$ cat config.mk
export PLATFORM = sky130hd
export DESIGN_NAME = tls_sni_extractor
export DESIGN_NICKNAME = d
export VERILOG_FILES = /design/src/sv/tse_pkg.sv /design/src/sv/tse_parser.sv /design/src/sv/tse_out_queue.sv /design/src/sv/tls_sni_extractor.sv
export SDC_FILE = /design/constraint.sdc
export NUM_CORES = 1
export LEC_CHECK = 0
export ABC_AREA = 1
export BUFFER_PORTS_ARGS = -buffer_cell sky130_fd_sc_hd__buf_2
export CAP_MARGIN = 30
export CELL_PAD_IN_SITES_DETAIL_PLACEMENT = 0
export CELL_PAD_IN_SITES_GLOBAL_PLACEMENT = 1
export CORE_ASPECT_RATIO = 1.2
export CORE_MARGIN = 3
export CORE_UTILIZATION = 46
export CTS_CLUSTER_DIAMETER = 60
export CTS_CLUSTER_SIZE = 14
export DETAILED_ROUTE_END_ITERATION = 10
export PLACE_DENSITY_LB_ADDON = 0.1
export SYNTH_ARGS = -nofsm -noshare
export SYNTH_HDL_FRONTEND = slang
export SYNTH_SLANG_ARGS = --single-unit
$ cat constraint.sdc
create_clock -name clk -period 6.95 [get_ports clk]
set_clock_uncertainty 0.15 [all_clocks]
set_input_delay 0.3475 -clock clk [delete_from_list [all_inputs] [get_ports clk]]
set_output_delay 0.3475 -clock clk [all_outputs]
set_load 0.01 [all_outputs]
$ cat src/sv/tse_pkg.sv
// ----------------------------------------------------------------------------
// tse_pkg
// Shared types and constants of the TLS server-name extractor.
// ----------------------------------------------------------------------------
`default_nettype none

package tse_pkg;

  localparam int unsigned QDEPTH = 4;
  localparam int unsigned QPTR_W = $clog2(QDEPTH);
  localparam int unsigned QCNT_W = $clog2(QDEPTH + 1);

  localparam logic [7:0]  REC_HANDSHAKE   = 8'h16;
  localparam logic [7:0]  VER_MAJOR_3     = 8'h03;
  localparam logic [7:0]  VER_MAJOR_2     = 8'h02;
  localparam logic [7:0]  HS_CLIENT_HELLO = 8'h01;
  localparam logic [7:0]  EXT_TYPE_SNI_HI = 8'h00;
  localparam logic [7:0]  EXT_TYPE_SNI_LO = 8'h00;
  localparam logic [16:0] POS_HDR_TYPE    = 17'd0;
  localparam logic [16:0] POS_HDR_VER     = 17'd1;
  localparam logic [16:0] POS_HS_TYPE     = 17'd5;
  localparam logic [16:0] POS_MAX         = 17'h1FFFF;
  localparam logic [17:0] RANDOM_LEN      = 18'd32;
  localparam logic [17:0] SID_OFFSET      = 18'd11 + RANDOM_LEN;
  localparam logic [15:0] SNI_MIN_EXT_LEN = 16'd5;
  localparam logic [17:0] SNI_LIST_HDR    = 18'd3;
  localparam logic [17:0] EXT_HDR_LEN     = 18'd4;

  typedef enum logic [15:0] {
    PH_IDLE    = 16'h0001,
    PH_HDR     = 16'h0002,
    PH_SID     = 16'h0004,
    PH_CS_HI   = 16'h0008,
    PH_CS_LO   = 16'h0010,
    PH_COMP    = 16'h0020,
    PH_EXT_HI  = 16'h0040,
    PH_EXT_LO  = 16'h0080,
    PH_TYPE_HI = 16'h0100,
    PH_TYPE_LO = 16'h0200,
    PH_ELEN_HI = 16'h0400,
    PH_ELEN_LO = 16'h0800,
    PH_NLEN_HI = 16'h1000,
    PH_NLEN_LO = 16'h2000,
    PH_NAME    = 16'h4000,
    PH_DONE    = 16'h8000
  } phase_t;

  typedef struct packed {
    logic        has_name;
    logic [7:0]  name_byte;
    logic        has_verdict;
    logic        found;
    logic [15:0] length;
  } entry_t;

endpackage

`default_nettype wire

$ cat src/sv/tse_parser.sv
// ----------------------------------------------------------------------------
// tse_parser
// Input register and ClientHello walk; yields at most one queue entry per payload byte.
// ----------------------------------------------------------------------------
`default_nettype none

module tse_parser (
  input  wire logic            clk,
  input  wire logic            rst_n,
  input  wire logic            take,
  input  wire logic [7:0]      payload_byte,
  input  wire logic [15:0]     payload_length,
  input  wire logic            first_byte,
  input  wire logic            final_byte,
  output logic                 busy,
  output logic                 push,
  output tse_pkg::entry_t      entry
);

  logic                   in_vld_r;
  logic [7:0]             in_byte_r;
  logic [15:0]            in_len_r;
  logic                   in_first_r;
  logic                   in_final_r;

  tse_pkg::phase_t        phase_r, phase_nxt, ph_c;
  logic [16:0]            pos_r, pos_nxt, pos_c;
  logic [17:0]            nfo_r, nfo_nxt, nfo_c;
  logic [17:0]            eend_r, eend_nxt, eend_c;
  logic [7:0]             hold_r, hold_nxt, hold_c;
  logic [15:0]            elen_r, elen_nxt, elen_c;
  logic [15:0]            nrem_r, nrem_nxt, nrem_c;
  logic [15:0]            flen_r, flen_nxt, flen_c;

  logic [17:0]            pos_ext;
  logic [17:0]            body;
  logic [15:0]            v16;
  logic [17:0]            byte_off;
  logic [17:0]            word_off;
  logic [15:0]            elen_new;
  logic                   ext_fit;
  logic [17:0]            skip_off;
  logic                   name_fit;
  logic [17:0]            back_off;
  logic [15:0]            nrem_dec;
  logic                   emit;

  function automatic tse_pkg::phase_t to_header(logic [17:0] nfo, logic [17:0] eend);
    if (({1'b0, nfo} + {1'b0, tse_pkg::EXT_HDR_LEN}) <= {1'b0, eend}) begin
      return tse_pkg::PH_TYPE_HI;
    end
    return tse_pkg::PH_DONE;
  endfunction

  assign busy = in_vld_r;

  always_ff @(posedge clk) begin
    if (!rst_n) begin
      in_vld_r <= 1'b0;
    end else begin
      in_vld_r <= take;
    end
  end

  always_ff @(posedge clk) begin
    if (take) begin
      in_byte_r  <= payload_byte;
      in_len_r   <= payload_length;
      in_first_r <= first_byte;
      in_final_r <= final_byte;
    end
  end

  always_ff @(posedge clk) begin
    if (!rst_n) begin
      phase_r <= tse_pkg::PH_IDLE;
      pos_r   <= '0;
      nfo_r   <= '0;
      eend_r  <= '0;
      hold_r  <= '0;
      elen_r  <= '0;
      nrem_r  <= '0;
      flen_r  <= '0;
    end else begin
      phase_r <= phase_nxt;
      pos_r   <= pos_nxt;
      nfo_r   <= nfo_nxt;
      eend_r  <= eend_nxt;
      hold_r  <= hold_nxt;
      elen_r  <= elen_nxt;
      nrem_r  <= nrem_nxt;
      flen_r  <= flen_nxt;
    end
  end

  always_comb begin
    ph_c   = in_first_r ? tse_pkg::PH_HDR : phase_r;
    pos_c  = in_first_r ? '0 : pos_r;
    nfo_c  = in_first_r ? '0 : nfo_r;
    eend_c = in_first_r ? '0 : eend_r;
    hold_c = in_first_r ? '0 : hold_r;
    elen_c = in_first_r ? '0 : elen_r;
    nrem_c = in_first_r ? '0 : nrem_r;
    flen_c = in_first_r ? '0 : flen_r;
  end

  assign pos_ext  = {1'b0, pos_c};
  assign body     = pos_ext + 18'd1;
  assign v16      = {hold_c, in_byte_r};
  assign byte_off = body + {10'd0, in_byte_r};
  assign word_off = body + {2'd0, v16};
  assign elen_new = {elen_c[15:8], in_byte_r};
  assign ext_fit  = ({1'b0, body} + {3'd0, elen_new}) <= {3'd0, in_len_r};
  assign skip_off = body + {2'd0, elen_new};
  assign name_fit = ((elen_c < tse_pkg::SNI_MIN_EXT_LEN) ||
                     (v16 <= (elen_c - tse_pkg::SNI_MIN_EXT_LEN))) &&
                    (({1'b0, word_off}) <= {3'd0, in_len_r});
  assign back_off = pos_ext - tse_pkg::EXT_HDR_LEN + {2'd0, elen_c};
  assign nrem_dec = nrem_c - 16'd1;

  always_comb begin
    phase_nxt = phase_r;
    pos_nxt   = pos_r;
    nfo_nxt   = nfo_r;
    eend_nxt  = eend_r;
    hold_nxt  = hold_r;
    elen_nxt  = elen_r;
    nrem_nxt  = nrem_r;
    flen_nxt  = flen_r;
    emit      = 1'b0;
    entry     = '0;
    push      = 1'b0;
    if (in_vld_r) begin
      phase_nxt = ph_c;
      pos_nxt   = pos_c;
      nfo_nxt   = nfo_c;
      eend_nxt  = eend_c;
      hold_nxt  = hold_c;
      elen_nxt  = elen_c;
      nrem_nxt  = nrem_c;
      flen_nxt  = flen_c;
      if (ph_c != tse_pkg::PH_IDLE) begin
        if (pos_c < {1'b0, in_len_r}) begin
          unique case (ph_c)
            tse_pkg::PH_HDR: begin
              if ((pos_c == tse_pkg::POS_HDR_TYPE && in_byte_r != tse_pkg::REC_HANDSHAKE) ||
                  (pos_c == tse_pkg::POS_HDR_VER && in_byte_r != tse_pkg::VER_MAJOR_3 &&
                   in_byte_r != tse_pkg::VER_MAJOR_2) ||
                  (pos_c == tse_pkg::POS_HS_TYPE &&
                   in_byte_r != tse_pkg::HS_CLIENT_HELLO)) begin
                phase_nxt = tse_pkg::PH_DONE;
              end else if (pos_c == tse_pkg::POS_HS_TYPE) begin
                nfo_nxt   = tse_pkg::SID_OFFSET;
                phase_nxt = tse_pkg::PH_SID;
              end
            end
            tse_pkg::PH_SID: begin
              if (pos_ext == nfo_c) begin
                nfo_nxt   = byte_off;
                phase_nxt = tse_pkg::PH_CS_HI;
              end
            end
            tse_pkg::PH_CS_HI: begin
              if (pos_ext == nfo_c) begin
                hold_nxt  = in_byte_r;
                phase_nxt = tse_pkg::PH_CS_LO;
              end
            end
            tse_pkg::PH_CS_LO: begin
              nfo_nxt   = word_off;
              phase_nxt = tse_pkg::PH_COMP;
            end
            tse_pkg::PH_COMP: begin
              if (pos_ext == nfo_c) begin
                nfo_nxt   = byte_off;
                phase_nxt = tse_pkg::PH_EXT_HI;
              end
            end
            tse_pkg::PH_EXT_HI: begin
              if (pos_ext == nfo_c) begin
                hold_nxt  = in_byte_r;
                phase_nxt = tse_pkg::PH_EXT_LO;
              end
            end
            tse_pkg::PH_EXT_LO: begin
              eend_nxt  = word_off;
              nfo_nxt   = body;
              phase_nxt = to_header(body, word_off);
            end
            tse_pkg::PH_TYPE_HI: begin
              if (pos_ext == nfo_c) begin
                hold_nxt  = in_byte_r;
                phase_nxt = tse_pkg::PH_TYPE_LO;
              end
            end
            tse_pkg::PH_TYPE_LO: begin
              hold_nxt  = (hold_c == tse_pkg::EXT_TYPE_SNI_HI &&
                           in_byte_r == tse_pkg::EXT_TYPE_SNI_LO) ? 8'd1 : 8'd0;
              phase_nxt = tse_pkg::PH_ELEN_HI;
            end
            tse_pkg::PH_ELEN_HI: begin
              elen_nxt  = {in_byte_r, 8'd0};
              phase_nxt = tse_pkg::PH_ELEN_LO;
            end
            tse_pkg::PH_ELEN_LO: begin
              elen_nxt = elen_new;
              if (hold_c == 8'd1 && ext_fit && elen_new >= tse_pkg::SNI_MIN_EXT_LEN) begin
                nfo_nxt   = body + tse_pkg::SNI_LIST_HDR;
                phase_nxt = tse_pkg::PH_NLEN_HI;
              end else begin
                nfo_nxt   = skip_off;
                phase_nxt = to_header(skip_off, eend_c);
              end
            end
            tse_pkg::PH_NLEN_HI: begin
              if (pos_ext == nfo_c) begin
                hold_nxt  = in_byte_r;
                phase_nxt = tse_pkg::PH_NLEN_LO;
              end
            end
            tse_pkg::PH_NLEN_LO: begin
              if (name_fit) begin
                if (v16 == 16'd0) begin
                  phase_nxt = tse_pkg::PH_DONE;
                end else begin
                  elen_nxt  = v16;
                  nrem_nxt  = v16;
                  phase_nxt = tse_pkg::PH_NAME;
                end
              end else begin
                nfo_nxt   = back_off;
                phase_nxt = to_header(back_off, eend_c);
              end
            end
            tse_pkg::PH_NAME: begin
              emit     = 1'b1;
              nrem_nxt = nrem_dec;
              if (nrem_dec == 16'd0) begin
                flen_nxt  = elen_c;
                phase_nxt = tse_pkg::PH_DONE;
              end
            end
            default: begin
            end
          endcase
        end
        if (pos_c != tse_pkg::POS_MAX) begin
          pos_nxt = pos_c + 17'd1;
        end
      end
      entry.has_name    = emit;
      entry.name_byte   = in_byte_r;
      entry.has_verdict = in_final_r;
      entry.found       = (flen_nxt != 16'd0);
      entry.length      = flen_nxt;
      push              = emit || in_final_r;
      if (in_final_r) begin
        phase_nxt = tse_pkg::PH_IDLE;
        pos_nxt   = '0;
        nfo_nxt   = '0;
        eend_nxt  = '0;
        hold_nxt  = '0;
        elen_nxt  = '0;
        nrem_nxt  = '0;
        flen_nxt  = '0;
      end
    end
  end

endmodule

`default_nettype wire

$ cat src/sv/tse_out_queue.sv
// ----------------------------------------------------------------------------
// tse_out_queue
// Result queue; splits an entry into its name-byte and verdict items.
// ----------------------------------------------------------------------------
`default_nettype none

module tse_out_queue (
  input  wire logic                          clk,
  input  wire logic                          rst_n,
  input  wire logic                          push,
  input  wire tse_pkg::entry_t               entry,
  output logic [tse_pkg::QCNT_W-1:0]         count,
  output logic                               out_valid,
  input  wire logic                          out_stall,
  output logic                               out_result_kind,
  output logic [7:0]                         out_name_byte,
  output logic                               out_sni_found,
  output logic [15:0]                        out_name_length,
  output logic                               out_last_of_run
);

  tse_pkg::entry_t                  mem_r [tse_pkg::QDEPTH];
  logic [tse_pkg::QPTR_W-1:0]       wr_ptr_r;
  logic [tse_pkg::QPTR_W-1:0]       rd_ptr_r;
  logic [tse_pkg::QCNT_W-1:0]       cnt_r, cnt_nxt;
  logic                             sent_name_r, sent_name_nxt;
  tse_pkg::entry_t                  head;
  logic                             show_name;
  logic                             pop_part;
  logic                             pop_entry;

  assign count     = cnt_r;
  assign out_valid = (cnt_r != '0);
  assign head      = mem_r[rd_ptr_r];
  assign show_name = head.has_name && !sent_name_r;
  assign pop_part  = out_valid && !out_stall;
  assign pop_entry = pop_part && (!show_name || !head.has_verdict);

  assign out_result_kind = !show_name;
  assign out_name_byte   = show_name ? head.name_byte : 8'd0;
  assign out_sni_found   = show_name ? 1'b0 : head.found;
  assign out_name_length = show_name ? 16'd0 : head.length;
  assign out_last_of_run = !show_name;

  always_comb begin
    cnt_nxt = cnt_r + {{(tse_pkg::QCNT_W-1){1'b0}}, push}
                    - {{(tse_pkg::QCNT_W-1){1'b0}}, pop_entry};
    sent_name_nxt = sent_name_r;
    if (pop_entry) begin
      sent_name_nxt = 1'b0;
    end else if (pop_part && show_name) begin
      sent_name_nxt = 1'b1;
    end
  end

  always_ff @(posedge clk) begin
    if (push) begin
      mem_r[wr_ptr_r] <= entry;
    end
  end

  always_ff @(posedge clk) begin
    if (!rst_n) begin
      wr_ptr_r    <= '0;
      rd_ptr_r    <= '0;
      cnt_r       <= '0;
      sent_name_r <= 1'b0;
    end else begin
      if (push) begin
        wr_ptr_r <= wr_ptr_r + {{(tse_pkg::QPTR_W-1){1'b0}}, 1'b1};
      end
      if (pop_entry) begin
        rd_ptr_r <= rd_ptr_r + {{(tse_pkg::QPTR_W-1){1'b0}}, 1'b1};
      end
      cnt_r       <= cnt_nxt;
      sent_name_r <= sent_name_nxt;
    end
  end

endmodule

`default_nettype wire

$ cat src/sv/tls_sni_extractor.sv
// ----------------------------------------------------------------------------
// tls_sni_extractor
// Streaming server-name extractor for a TLS ClientHello carried in TCP payload.
// ----------------------------------------------------------------------------
// One payload byte is taken per cycle while in_stall is low. Each byte is
// registered, parsed in the following cycle and its results enter a four-entry
// result queue, from which each name byte or verdict is presented in turn.
// The input stalls only when the result queue could not absorb the bytes in
// flight; a byte may yield two items (last name byte plus verdict), so a
// stalled or slow output side sets the sustained rate.
// ----------------------------------------------------------------------------
`default_nettype none

module tls_sni_extractor (
  input  wire logic        clk,
  input  wire logic        rst_n,
  input  wire logic        in_valid,
  output logic             in_stall,
  input  wire logic [7:0]  in_payload_byte,
  input  wire logic [15:0] in_payload_length,
  input  wire logic        in_first_byte,
  input  wire logic        in_final_byte,
  output logic             out_valid,
  input  wire logic        out_stall,
  output logic             out_result_kind,
  output logic [7:0]       out_name_byte,
  output logic             out_sni_found,
  output logic [15:0]      out_name_length,
  output logic             out_last_of_run
);

  logic                         take;
  logic                         busy;
  logic                         push;
  tse_pkg::entry_t              entry;
  logic [tse_pkg::QCNT_W-1:0]   q_count;
  logic [tse_pkg::QCNT_W:0]     pending;

  assign pending  = {1'b0, q_count} + {{tse_pkg::QCNT_W{1'b0}}, busy};
  assign in_stall = (pending >= (tse_pkg::QCNT_W+1)'(tse_pkg::QDEPTH));
  assign take     = in_valid && !in_stall;

  tse_parser u_parser (
    .clk            (clk),
    .rst_n          (rst_n),
    .take           (take),
    .payload_byte   (in_payload_byte),
    .payload_length (in_payload_length),
    .first_byte     (in_first_byte),
    .final_byte     (in_final_byte),
    .busy           (busy),
    .push           (push),
    .entry          (entry)
  );

  tse_out_queue u_out_queue (
    .clk             (clk),
    .rst_n           (rst_n),
    .push            (push),
    .entry           (entry),
    .count           (q_count),
    .out_valid       (out_valid),
    .out_stall       (out_stall),
    .out_result_kind (out_result_kind),
    .out_name_byte   (out_name_byte),
    .out_sni_found   (out_sni_found),
    .out_name_length (out_name_length),
    .out_last_of_run (out_last_of_run)
  );

endmodule

`default_nettype wire

==> summary by stage <==
Drt
The met1 routed wirelength after detailed routing is 39700 um. Wire segments on met2 add up to 50700 um in the final route. The routed length per placed instance is 23.9 um. The number of vias after detailed routing is 27300.

The top routing layer in use is met4. The amount of wire on met3 after detailed routing is 9360 um. The number of remaining DRC errors is 0. The violation count after the first detailed-route iteration is 3016. The average vias per placed instance is 5.88. The count of TritonRoute iterations in the first routing pass is 7.

The routed design has 111000 um of wire. In this run the remaining antenna-violating nets after routing total 0.

Pwr
The overall power of the completed layout is 6.45 mW. Net switching is 43.5% of the power. Of the total power, registers draw 28.1%. Summed over all cells, the static leakage comes to 13.1 nW. The clock network power share is 31.4%. The portion of total power attributed to combinational logic is 40.6%. The total net switching power is 2.80 mW. The internal power is 3.65 mW. IR analysis of the VDD net gives a maximum drop of 230 uV. For this design the ratio of total power to cell area is 235 mW/mm2.

Cells and area
After routing the design area is 0.0274 mm2. The most common cell after layout, fill and taps aside is sky130_fd_sc_hd__nand2_1. The number of fill cells is 5427. Relative to the synthesized area, the layout overhead comes to 11.6%. The share of layout cells above drive strength 1 is 9.76%. The final net count is 4122. In the layout the commonest cells are sky130_fd_sc_hd__nand2_1 (1091), sky130_fd_sc_hd__inv_1 (517), sky130_fd_sc_hd__a21oi_1 (346). The post-layout instance count excluding filler cells is 4642.

GRT
The residual overflow from global routing is 0. The via count of the first global-routing pass is 25800. The initial antenna violation count came to 2. The largest net degree at the start of global routing is 79. Global routing used 38.4% of the available tracks. The first-pass GRT wire length is 162000 um.

Timing
Timing would allow up to 151 MHz. The number of slew-limit violations in the final report came to 0. The pin slew with the least headroom to its limit is 1.00 ns.

After routing, the total negative slack on setup checks comes to 0 ns. Setup slack closes at 0.320 ns. The number of endpoints failing setup at the final stage is 0. For the finished layout, the period the worst path requires is 6.63 ns. The normalized max-slew margin is 32.8%. The final hold violation count is 0. Of the available clock period, the critical path in the final layout requires 95.4%. Setup repair after global routing left no endpoint under its margin.

Placement
Before CTS, the worst setup slack after placement is 0.254 ns. Including well taps, the total number of placed cells is 4542. The placed instances occupy a cell area of 0.0258 mm2. The wire-length estimate of the detail-placed layout is 85000 um. During placement, the flow inserted port buffers numbering 58. Routability-driven placement finished with a final weighted congestion of 1.11.

Synthesis
The fraction of the mapped netlist area in compound gates is 15.2%. The portion of the post-synthesis area used by sequential elements is 27.5%. Multiplexer cells account for 0% of the synthesized area. The synthesized netlist devotes 9.58% of its cell area to adder and majority cells. Synthesis handed over a netlist of 3818 instances. The distinct cell type count after synthesis is 60.

The synthesized netlist occupies a cell area of 0.0245 mm2. The count of flip-flops with a built-in enable after synthesis is 134. In this run, synthesis produced a sequential element count of 270. For this run, the leading register cell type out of synthesis is sky130_fd_sc_hd__dfxtp_1.

During synthesis, Yosys emitted a total of 0 warnings. The xor and xnor fraction of the mapped netlist area is 2.48%. The mean area per synthesized cell is 6.43 um2.

Of all flip-flops after synthesis, the portion carrying an async set or reset was 0%. The simple logic cell fraction of the synthesized area is 34.1%. By area, the combinational part of the netlist is dominated by simple AND/OR/NAND/NOR gates. The number of nets in the synthesized netlist is 4034.

Clocking
The clock reaches the later pin of the worst-skew pair after 0.60 ns. In this run the clock root is driven by a sky130_fd_sc_hd__clkbuf_16. Clock-pin slew was measured on the worst setup and hold paths at 0.06 ns. The deepest level of the CTS H-tree is 2. TritonCTS built the clock tree. The number of buffers created by CTS is 39.

The worst-case clock buffer depth is 3. The number of sinks driven by the clock tree is 270. The post-CTS setup buffer count is 0.

Outcome
The run finished with clean final reports.

Worst setup path
The critical path class is flop to flop. The required time at the endpoint of the critical path is 7.21 ns. Counting cells, the worst reg-to-reg path comes to 33. The type of element capturing the critical path is a flop. Data on the critical path arrives at its endpoint at 6.89 ns.

For this run, the slowest stage of the critical path takes 0.51 ns. The maximum fanout along the worst path is 16. The startpoint kind of the worst setup timing path is a flop. The most frequent cell on the critical path is sky130_fd_sc_hd__nand2_1. The slowest stage of the critical path belongs to the cell sky130_fd_sc_hd__fa_1.

Floorplanning
The number of top-level pins is 59. The die outline width is 217 um. The core footprint is 0.0526 mm2. The height of the die is 259 um.

The initial utilization of the core area, before any placement, comes to 46.6%. The die covers 0.0562 mm2. The floorplan has 92 rows.

Worst hold path
The worst hold path passes through 3 cells. The class of the tightest hold or removal check is input port to flop.

Run
Max-cap violations in this run came to 0.
timing repair:
| action | 4_1_cts | 5_1_grt |
|---|---|---|
| gates resized for setup | 0 | 7 |
| hold buffers | 28 | 0 |
| setup endpoints to repair | 0 | 2 |
| endpoints found under the hold margin | 34 | 0 |
state kept, by name, summed over array words and instances (netlist names), 3 cells and up, named ones only:
name and flops:
u_out_queue.count 3, u_out_queue.mem_r 108, u_parser.eend_r 18, u_parser.elen_r 16, u_parser.flen_r 16, u_parser.hold_r 8
u_parser.in_byte_r 8, u_parser.in_len_r 16, u_parser.nfo_r 18, u_parser.nrem_r 16, u_parser.phase_r 16, u_parser.pos_r 17
synth_stat cells, types with 23 or more instances:
cell,number,area [um2]
sky130_fd_sc_hd__clkbuf_1,75,282
sky130_fd_sc_hd__o21ai_0,189,946
sky130_fd_sc_hd__buf_2,23,115
sky130_fd_sc_hd__xor2_1,58,508
sky130_fd_sc_hd__nor2_4,24,270
sky130_fd_sc_hd__a21oi_1,346,1730
sky130_fd_sc_hd__ha_1,183,2290
sky130_fd_sc_hd__nor3_1,64,320
sky130_fd_sc_hd__nand2_2,24,150
sky130_fd_sc_hd__nand4_1,74,463
sky130_fd_sc_hd__nand2_1,1094,4110
sky130_fd_sc_hd__o22ai_1,38,238
sky130_fd_sc_hd__edfxtp_1,134,4020
sky130_fd_sc_hd__nor2_2,34,213
sky130_fd_sc_hd__inv_1,519,1950
sky130_fd_sc_hd__nor2_1,330,1240
sky130_fd_sc_hd__o21ai_1,37,185
sky130_fd_sc_hd__inv_2,37,139
sky130_fd_sc_hd__nand3_1,220,1100
sky130_fd_sc_hd__dfxtp_1,136,2720
power by group through the flow:
stage | Sequential [mW] | Combinational (mW) | Clock, mW
6_report | 1.81 | 2.62 | 2.02
5_1_grt | 1.81 | 2.87 | 2.09
4_1_cts | 1.81 | 2.57 | 2.04
2_1_floorplan | 1.82 | 1.69 | 0
3_5_place_dp | 1.84 | 2.54 | 0
3_3_place_gp | 1.84 | 2.48 | 0
area by class of cell:
cell class | instances | area (um2) | share of cell area [%]
diodes | 1 | 2.50 | 0.00913
multi-input cells | 2857 | 15100 | 55.1
clock inverters | 23 | 299 | 1.09
repair buffers | 173 | 1240 | 4.54
clock buffers | 48 | 1010 | 3.69
inverters | 565 | 2130 | 7.76
well taps | 705 | 882 | 3.22
flip-flops and latches | 270 | 6750 | 24.6
metal layers:
layer | global-route usage (%) | vias up
met5 | 0 | -
met4 | 31.3 | 0
met3 | 7.49 | 492
met2 | 63.6 | 1478
met1 | 42.9 | 12700
li1 | - | 12700
final timing paths:
path / from / endpoint / slack [ns]
max reg2reg: u_parser.in_first_r / u_parser.phase_r[15] / 0.32
min reg2reg: u_parser.nrem_r[10] / u_parser.nrem_r[10] / 0.31
min: in_valid / u_parser.busy / 0.01
max: u_parser.in_first_r / u_parser.phase_r[15] / 0.32
metrics by stage:
stage	hold WS (ns)	util, %
detailed placement	0.305	49.0
CTS	0.00416	52.1
global placement	0.301	49.0
floorplan	0.286	-
finish	0.00992	52.1
global route	0.0258	52.1
worst max-delay path, delay by kind of cell (launching register included):
family,cells,cell delay (ns)
simple gates,19,3.02
xor+xnor,2,0.54
flops,1,0.43
buf+inv,7,0.98
compound gates,3,0.52
fa+ha+maj,2,0.79
cell families (layout without fill, tap and decap cells):
group / after synthesis / after routing
AND/OR/NAND/NOR: 1916 / 1916
buffers and inverters: 691 / 809
AO/OA/AOI/OAI: 688 / 688
flip-flops: 270 / 270
adder cells (fa/ha/maj): 186 / 186
XOR/XNOR: 67 / 67
other: 0 / 1
No activity file was read; power rests on OpenSTA's default activity.
